[config.mk]
export PLATFORM = sky130hd
export DESIGN_NAME = bmhq_ctrl
export DESIGN_NICKNAME = d
export VERILOG_FILES = /design/src/hw/rtl/bmhq_pkg.sv /design/src/hw/rtl/bmhq_ctrl.sv
export SDC_FILE = /design/constraint.sdc
export NUM_CORES = 1
export LEC_CHECK = 0
export BUFFER_PORTS_ARGS = -buffer_cell sky130_fd_sc_hd__buf_4
export CAP_MARGIN = 20
export CORE_AREA = 2 2 39 41
export CTS_BUF_LIST = sky130_fd_sc_hd__clkbuf_16
export DETAILED_ROUTE_END_ITERATION = 6
export DIE_AREA = 0 0 41 43
export PLACE_DENSITY = 0.55
export SLEW_MARGIN = 5
export SYNTH_ARGS = -nofsm -noshare
export SYNTH_HDL_FRONTEND = slang
export SYNTH_SLANG_ARGS = --single-unit
export TNS_END_PERCENT = 20
[constraint.sdc]
create_clock -name clk_i -period 2.46 [get_ports clk_i]
set_input_delay 0.123 -clock clk_i [delete_from_list [all_inputs] [get_ports clk_i]]
set_output_delay 0.123 -clock clk_i [all_outputs]
set_load 0.01 [all_outputs]
[src/hw/rtl/bmhq_pkg.sv]
// ----------------------------------------------------------------------------
// bmhq_pkg
// Shared types and constants of the binary min-heap priority queue.
// ----------------------------------------------------------------------------
package bmhq_pkg;

  // Default sizes
  localparam int DEF_CAPACITY      = 256;
  localparam int DEF_KEY_WIDTH     = 32;
  localparam int DEF_PAYLOAD_WIDTH = 32;

  // Fixed port field widths
  localparam int MODE_W    = 1;
  localparam int KEY_W     = 32;
  localparam int PAYLOAD_W = 32;
  localparam int STATUS_W  = 2;
  localparam int COUNT_W   = 9;

  typedef enum logic [MODE_W-1:0] {
    MODE_INSERT  = 1'b0,
    MODE_EXTRACT = 1'b1
  } mode_e;

  typedef enum logic [STATUS_W-1:0] {
    ST_DONE  = 2'd0,
    ST_FULL  = 2'd1,
    ST_EMPTY = 2'd2
  } status_e;

  typedef enum logic [2:0] {
    S_IDLE,
    S_UP_CHK,
    S_UP_CMP,
    S_EX_RD,
    S_EX_LATCH,
    S_DN_CHK,
    S_DN_CMP,
    S_DONE
  } state_e;

  // Controller -> datapath
  typedef struct packed {
    logic start_ins;   // accept insert: latch entry, pos = count, count++
    logic start_ex;    // accept extract: count--, pos = root
    logic start_rej;   // accept rejected transaction
    logic rd_parent;   // read parent of pos on port A
    logic up_step;     // move parent down into pos, pos = parent
    logic rd_ends;     // read root (A) and last entry (B)
    logic latch_ends;  // capture root as result, last entry as moving entry
    logic rd_kids;     // read left (A) and right (B) child of pos
    logic dn_step;     // move chosen child up into pos, pos = child
    logic wr_ent;      // write moving entry at pos
    logic load_out;    // load result register
  } dp_cmd_t;

  // Datapath -> controller
  typedef struct packed {
    logic full;
    logic empty;
    logic at_root;
    logic parent_gt;
    logic no_kids;
    logic stop_down;
    logic out_busy;
  } dp_stat_t;

endpackage

[src/hw/rtl/bmhq_ctrl.sv]
// ----------------------------------------------------------------------------
// bmhq_ctrl
// Sequencer for insert sift-up and extract sift-down over the heap datapath.
// ----------------------------------------------------------------------------
module bmhq_ctrl (
  input  logic               clk_i,
  input  logic               rst_ni,
  input  logic               req_valid_i,
  input  logic               req_mode_i,
  output logic               req_ready_o,
  input  bmhq_pkg::dp_stat_t stat_i,
  output bmhq_pkg::dp_cmd_t  cmd_o
);

  bmhq_pkg::state_e state_q, state_d;

  always_ff @(posedge clk_i or negedge rst_ni) begin
    if (!rst_ni) begin
      state_q <= bmhq_pkg::S_IDLE;
    end else begin
      state_q <= state_d;
    end
  end

  always_comb begin
    state_d     = state_q;
    cmd_o       = '0;
    req_ready_o = 1'b0;
    case (state_q)
      bmhq_pkg::S_IDLE: begin
        req_ready_o = 1'b1;
        if (req_valid_i) begin
          if (bmhq_pkg::mode_e'(req_mode_i) == bmhq_pkg::MODE_EXTRACT) begin
            if (stat_i.empty) begin
              cmd_o.start_rej = 1'b1;
              state_d         = bmhq_pkg::S_DONE;
            end else begin
              cmd_o.start_ex = 1'b1;
              state_d        = bmhq_pkg::S_EX_RD;
            end
          end else begin
            if (stat_i.full) begin
              cmd_o.start_rej = 1'b1;
              state_d         = bmhq_pkg::S_DONE;
            end else begin
              cmd_o.start_ins = 1'b1;
              state_d         = bmhq_pkg::S_UP_CHK;
            end
          end
        end
      end
      bmhq_pkg::S_UP_CHK: begin
        if (stat_i.at_root) begin
          cmd_o.wr_ent = 1'b1;
          state_d      = bmhq_pkg::S_DONE;
        end else begin
          cmd_o.rd_parent = 1'b1;
          state_d         = bmhq_pkg::S_UP_CMP;
        end
      end
      bmhq_pkg::S_UP_CMP: begin
        if (stat_i.parent_gt) begin
          cmd_o.up_step = 1'b1;
          state_d       = bmhq_pkg::S_UP_CHK;
        end else begin
          cmd_o.wr_ent = 1'b1;
          state_d      = bmhq_pkg::S_DONE;
        end
      end
      bmhq_pkg::S_EX_RD: begin
        cmd_o.rd_ends = 1'b1;
        state_d       = bmhq_pkg::S_EX_LATCH;
      end
      bmhq_pkg::S_EX_LATCH: begin
        cmd_o.latch_ends = 1'b1;
        state_d          = bmhq_pkg::S_DN_CHK;
      end
      bmhq_pkg::S_DN_CHK: begin
        if (stat_i.no_kids) begin
          cmd_o.wr_ent = 1'b1;
          state_d      = bmhq_pkg::S_DONE;
        end else begin
          cmd_o.rd_kids = 1'b1;
          state_d       = bmhq_pkg::S_DN_CMP;
        end
      end
      bmhq_pkg::S_DN_CMP: begin
        if (stat_i.stop_down) begin
          cmd_o.wr_ent = 1'b1;
          state_d      = bmhq_pkg::S_DONE;
        end else begin
          cmd_o.dn_step = 1'b1;
          state_d       = bmhq_pkg::S_DN_CHK;
        end
      end
      bmhq_pkg::S_DONE: begin
        if (!stat_i.out_busy) begin
          cmd_o.load_out = 1'b1;
          state_d        = bmhq_pkg::S_IDLE;
        end
      end
      default: begin
        state_d = bmhq_pkg::S_IDLE;
      end
    endcase
  end

endmodule

==> qor.yml, run 1 <==
sta:
  setup_tns_ps: 0
  post-route-min-period_ps: 1636
  setup_viol: 0
  timing.final.crit_share: 0.6651
  grt_setup_unrepaired: "false"
  final_hold_viol_count: 0
  fmax_ghz: 0.6111
  finClkSkew_ps: 0.6494
  worst_pin_slew_ps: 404.4
  slew_viol_final: 0
  relSlewSlack: 0.7304
yosys:
  synth_ff_type: "dfrtp_1"
  ys_ff_latch: 3
  synthCells: 41
  yosys_warnings: 0
  synth-seq-area-share: 0.2335
  synth.distinct_cells: 26
  async_flop_share: 1.000
  avgSynthCellArea_um2: 7.843
  synth_enable_flop_cells: 0
  netlist_area_um2: 321.6
  syn_nets: 52
worst_setup_path:
  worst_setup_path_start_kind: "register"
  cp.required_ps: 2340
  cp_data_arrival_time_ps: 1510
  path_class: "reg -> out"
  ff2ff_setup_slack_ps: 1210
  crit_fanout: 12
  endpoint_kind: "output pin"
grt:
  grt_overflow_total: 0
  grt_max_degree: 17
  grt_use_total: 0.1268
  antenna_found_initial: 0
  grt_pass1_vias: 364
  grt_pass1_wl_mm: 1.490
route:
  detail_route.wl_per_cell_um: 10.86
  drtIter0Drc: 6
  drc_errors: 0
  viasPerCell: 4.728
  drt-total-wl_um: 880
  vias: 383
  dr.pass1.iters: 2
  ant_nets: 0
clock_network:
  cts_buffer_depth: 2
  cts_tree: "done"
  postCtsResizedCells: 0
  clkTransAtPathRegs_ps: 30
  cts_made_buffers: 3
  ctsHtreeMaxLevel: 1
  cts_sinks: 3
  clk-insertion-delay-late_ps: 220
  cts_root_buffer: "clkbuf_16"
placement:
  post-dp-hpwl_um: 661.2
  postPlaceCellArea_um2: 485.5
  gp_congestion: 0.7051
  portBuffers: 22
die:
  fp.dieH_um: 43
  die_w_um: 41
  rows: 14
  num_io_pins: 23
  core_region_area_mm2: 0.001384
  start_util: 0.2324
  dieArea_mm2: 0.001763
final_layout:
  final_nets: 77
  syn_to_final_growth_pct: 78.60
  drive_above_1_share: 0.4308
  design_area_um2: 574.3
  fin_util: 0.4150
  fillers: 145
  top_register: "state_q"
  reg_top3: "state_q (3)"
  largest_reg_flops: 3
  antennaDiodeCount: 0
pwr:
  powerDensity_mw_per_mm2: 1131
  ir_drop_mv: 0.5405
  cellLeakagePower_nw: 0.2718
job:
  cap_violations: 0
outcome:
  status: "complete, no violations"
worst_hold_path:
  hold_path_class: "in -> reg"
==> what timing repair did <==
action / 4_1_cts / 5_1_grt
buffers inserted: 0 / 0
endpoints found under the setup margin: 0 / 0
hold endpoints to repair: 3 / 0
hold buffers: 1 / 0
==> power breakdown <==
part | internal [W] | switching (W) | total, W
Combinational | 0.000140 | 0.000105 | 0.000246
Clock | 0.000210 | 0.0000475 | 0.000257
Sequential | 0.0000726 | 0.0000739 | 0.000146
==> final timing paths <==
kind                                   startpoint                      to  cells after the start
max reg2reg                state_q[1]$_DFFE_PN0P_  state_q[2]$_DFFE_PN0P_                      3
min in group asynchronous                  rst_ni  state_q[1]$_DFFE_PN0P_                      2
max                        state_q[2]$_DFFE_PN0P_                cmd_o[9]                      4
max in group asynchronous                  rst_ni  state_q[0]$_DFFE_PN0P_                      2
min reg2reg                state_q[0]$_DFFE_PN0P_  state_q[1]$_DFFE_PN0P_                      2
min                                     stat_i[0]  state_q[2]$_DFFE_PN0P_                      3
==> area by class of cell <==
| class | instances | area [µm²] | area share |
|---|---|---|---|
| tap | 16 | 20.02 | 0.03486 |
| multi-input combinational | 34 | 221.5 | 0.3856 |
| timing repair buffer | 23 | 175.2 | 0.3050 |
| sequential | 3 | 75.07 | 0.1307 |
| clock buffer | 3 | 75.07 | 0.1307 |
| clock inverter | 1 | 3.754 | 0.006536 |
| inverter | 1 | 3.754 | 0.006536 |
==> cell families after synthesis <==
| family | after synthesis | synth area share |
|---|---|---|
| buf+inv | 4 | 0.07781 |
| compound gates | 10 | 0.2023 |
| mux | 2 | 0.06226 |
| simple gates | 22 | 0.4242 |
| flops | 3 | 0.2335 |
==> stage by stage <==
stage	total power, W	instances	setup WS, ps	hold WS, ps
after detailed placement	0.0003965	76	1064	-86.11
after CTS	0.0006579	81	810.3	201.4
after floorplan	0.0003118	41	1182	-172.6
after global routing	0.0007072	81	697.9	212.2
after global placement	0.0003962	76	1117	-85.67
final	0.0006496	81	823.7	198.1
==> cell usage after synthesis, types with 2 or more instances <==
cell type | number | area (µm²)
buf_2 | 2 | 10.01
dfrtp_1 | 3 | 75.07
mux2i_1 | 2 | 20.02
nand2_1 | 3 | 11.26
nand2b_1 | 2 | 12.51
nor2_1 | 2 | 7.510
nor3_1 | 4 | 20.02
nor3b_1 | 2 | 15.01
o21a_1 | 2 | 15.01
o21ai_1 | 2 | 10.01
o31ai_1 | 2 | 15.01
==> per-layer routing <==
metal / global-route usage / up-vias / part of all wire
met5: 0 / - / 0
met4: 0.08000 / 0 / 0.011
met3: 0.05236 / 2 / 0.095
met2: 0.1813 / 18 / 0.46
met1: 0.1489 / 163 / 0.43
li1: - / 200 / -
==> worst max-delay path, stage by stage (launching register included) <==
cell and delay [ps]:
dfrtp_1 500, nor3_2 290, nand2_1 140, nor3b_1 210
buf_4 160
==> cell usage in the layout, fill, tap and decap left out, types with 2 or more instances in the layout <==
master,synthesis,final
buf_4,0,22
clkbuf_16,0,3
dfrtp_1,3,3
inv_1,1,2
mux2i_1,2,2
nand2_1,3,3
nand2b_1,2,2
nor2_1,2,2
nor3_1,4,4
nor3b_1,2,2
o21a_1,2,2
o21ai_1,2,2
o31ai_1,2,2
(Power assumes the default switching activity.)
==> run 2, diff against run 1 <==
--- a/config.mk
+++ b/config.mk
@@ -11,7 +11,7 @@
 export CTS_BUF_LIST = sky130_fd_sc_hd__clkbuf_16
 export DETAILED_ROUTE_END_ITERATION = 6
 export DIE_AREA = 0 0 41 43
-export PLACE_DENSITY = 0.55
+export PLACE_DENSITY = 0.57
 export SLEW_MARGIN = 5
 export SYNTH_ARGS = -nofsm -noshare
 export SYNTH_HDL_FRONTEND = slang
==> constraint.sdc (replaced) <==
create_clock -name clk_i -period 1.4 [get_ports clk_i]
set_input_delay 0.07 -clock clk_i [delete_from_list [all_inputs] [get_ports clk_i]]
set_output_delay 0.07 -clock clk_i [all_outputs]
set_load 0.01 [all_outputs]
==> run 2 against run 1 <==
  * The run now ends with setup timing left
  * Sequential power up 61%
  * Critical path type unchanged
  * Largest power group is now combinational logic
  * Final cell count is 6.2% higher
  * Wire length up 14%
  * Register-to-register slack got worse by 1200 ps
  * Hold slack got worse by 63 ps
  * Flip-flop and latch count did not move
  * Design area increased by 15%
  * Total power increased by 100%
==> qor.yml, run 2 (synthesized netlist as in run 1, its figures left out) <==
outcome:
  status: "finished with violations"  # was complete, no violations
  violations: "setup timing"
clock_network:
  cts_made_buffers: 3  # unchanged
  ctsHtreeMaxLevel: 1  # unchanged
  cts_sinks: 3  # unchanged
  clkTransAtPathRegs_ps: 30  # about the same
  cts_root_buffer: "clkbuf_16"  # unchanged
  clk-insertion-delay-late_ps: 230  # was 220 ps
  cts_buffer_depth: 2  # unchanged
  cts_tree: "done"  # unchanged
route:
  vias: 414  # was 383
  dr.pass1.iters: 4  # was 2
  viasPerCell: 4.814  # was 4.728
  drtIter0Drc: 6  # unchanged
  drc_errors: 0  # unchanged
  ant_nets: 0  # unchanged
  drt-total-wl_mm: 1.005  # was 880 µm
  detail_route.wl_per_cell_um: 11.69  # was 10.86 µm
pwr:
  cellLeakagePower_nw: 0.3019  # was 0.2718 nW
  ir_drop_mv: 0.9986  # was 0.5405 mV
  powerDensity_mw_per_mm2: 2017  # was 1131 mW/mm²
  power_w: 0.001330  # was 0.0006496 W
final_layout:
  largest_reg_flops: 3  # unchanged
  final_common_cell: "buf_4"  # unchanged
  top_register: "state_q"  # unchanged
  layout_common_cells: "buf_4, nor3_1, nor3b_2, clkbuf_16, dfrtp_2"  # was buf_4, nor3_1, nand2_1, clkbuf_16, dfrtp_1
  antennaDiodeCount: 0  # unchanged
  syn_to_final_growth_pct: 105.1  # was 78.60%
  fillers: 152  # was 145
  final_nets: 82  # was 77
  drive_above_1_share: 0.6000  # was 0.4308
  reg_top3: "state_q (3)"  # unchanged
placement:
  gp_congestion: 0.7374  # was 0.7051
  portBuffers: 22  # unchanged
  post-dp-hpwl_um: 688.4  # was 661.2 µm
worst_setup_path:
  cp.required_ps: 1330  # was 2340 ps
  worst_setup_path_start_kind: "register"  # unchanged
  ff2ff_setup_slack_ps: 60  # was 1210 ps
  rr_endpoint: "state_q[2]$_DFFE_PN0P_"  # unchanged
  rr_startpoint: "state_q[2]$_DFFE_PN0P_"  # was state_q[1]$_DFFE_PN0P_
  endpoint_kind: "output pin"  # unchanged
  path_class: "reg -> out"  # unchanged
  crit_fanout: 7  # was 12
  cp_data_arrival_time_ps: 1330  # was 1510 ps
  rr_worst_depth: 4  # was 3
grt:
  antenna_found_initial: 0  # unchanged
  grt_max_degree: 13  # was 17
  grt_pass1_vias: 377  # was 364
  grt_pass1_wl_mm: 1.476  # was 1.490 mm
  grt_overflow_total: 0  # unchanged
  grt_use_total: 0.1307  # was 0.1268
sta:
  worst_pin_slew_ps: 229.6  # was 404.4 ps
  grt_setup_unrepaired: "true"  # was false
  relSlewSlack: 0.8456  # was 0.7304
  slew_viol_final: 0  # unchanged
  fmax_ghz: 0.7143
  timing.final.crit_share: 1.000
  setup_tns_ps: -0.06450  # was 0 ps
  timing.final.ws_setup_ps: -0.06450  # was 823.7 ps
  setup_viol: 1  # was 0
  final_hold_viol_count: 0  # unchanged
  post-route-min-period_ps: 1400
  finClkSkew_ps: 1.714  # was 0.6494 ps
die:
  die_w_um: 41  # unchanged
  dieArea_mm2: 0.001763  # unchanged
  rows: 14  # unchanged
  start_util: 0.2324  # unchanged
  fp.dieH_um: 43  # unchanged
  core_region_area_mm2: 0.001384  # unchanged
  num_io_pins: 23  # unchanged
worst_hold_path:
  hold_path_class: "in -> reg"  # unchanged
  holdPathEnd: "state_q[2]$_DFFE_PN0P_"  # unchanged
  hold_start: "stat_i[0]"  # unchanged
  hold_depth: 3  # unchanged
job:
  cap_violations: 0  # unchanged
## run 2: cell count changes in the layout (fill, tap and decap cells not counted), sizes merged
cell  previous run  this run
buf             22        27
## run 2: worst max-delay path by stage
stage                                      start       end  depth (start not counted)
after floorplan           state_q[2]$_DFFE_PN0P_  cmd_o[9]                          3
after global placement    state_q[2]$_DFFE_PN0P_  cmd_o[9]                          4
after detailed placement  state_q[2]$_DFFE_PN0P_  cmd_o[9]                          4
after CTS                 state_q[2]$_DFFE_PN0P_  cmd_o[9]                          4
after global routing      state_q[2]$_DFFE_PN0P_  cmd_o[9]                          4
final                     state_q[2]$_DFFE_PN0P_  cmd_o[9]                          4
## run 2: metrics by stage
| stage | utilization | worst slack, ps | hold WS (ps) | std cells | area (µm²) |
|---|---|---|---|---|---|
| floorplan | - | 174.8 | -225.6 | 41 | 321.6 |
| global placement | 0.3671 | 149.3 | -139.5 | 79 | 508.0 |
| detailed placement | 0.3671 | 140.8 | -139.2 | 79 | 508.0 |
| CTS | 0.4512 | 3.509 | 132.4 | 86 | 624.3 |
| global route | 0.4765 | -37.33 | 150.2 | 86 | 659.4 |
| finish | 0.4765 | -0.06450 | 135.4 | 86 | 659.4 |
## run 2: cell type report
cell class,instances,area (µm²),share of cell area
clock inverter,1,3.754,0.005693
inverter,1,3.754,0.005693
timing repair buffer,28,212.7,0.3226
tap,16,20.02,0.03036
multi-input combinational,34,265.3,0.4023
clock buffer,3,75.07,0.1139
sequential,3,78.83,0.1195
## run 2: layer usage
| layer | routed length, µm | GRT usage | part of all wire | up-vias |
|---|---|---|---|---|
| li1 | - | - | - | 208 |
| met1 | 394 | 0.1452 | 0.39 | 176 |
| met2 | 461 | 0.1781 | 0.46 | 25 |
| met3 | 108 | 0.05236 | 0.11 | 5 |
| met4 | 41 | 0.1200 | 0.041 | 0 |
| met5 | 0 | 0 | 0 | - |
## run 2: timing repair
action | in CTS | in global routing
hold buffers | 1 | 0
resized for setup | 5 | 6
hold endpoints to repair | 3 | 0
pin swaps | 1 | 1
endpoints found under the setup margin | 6 | 4
setup buffers | 2 | 0
cloned | 0 | 0
## run 2: critical path: stages (launching register included)
cell and delay [ps]:
dfrtp_2 460, nor3_4 240, nand2_2 110, nor3b_2 160
buf_4 140
## run 2: power by group
group          leakage, nW  switching (W)  internal, W  total [W]
registers           0.0302      0.0000982     0.000137   0.000235
clock network       0.0423      0.0000856     0.000369   0.000454
logic                0.229       0.000286     0.000354   0.000640
total                0.302       0.000470     0.000860    0.00133
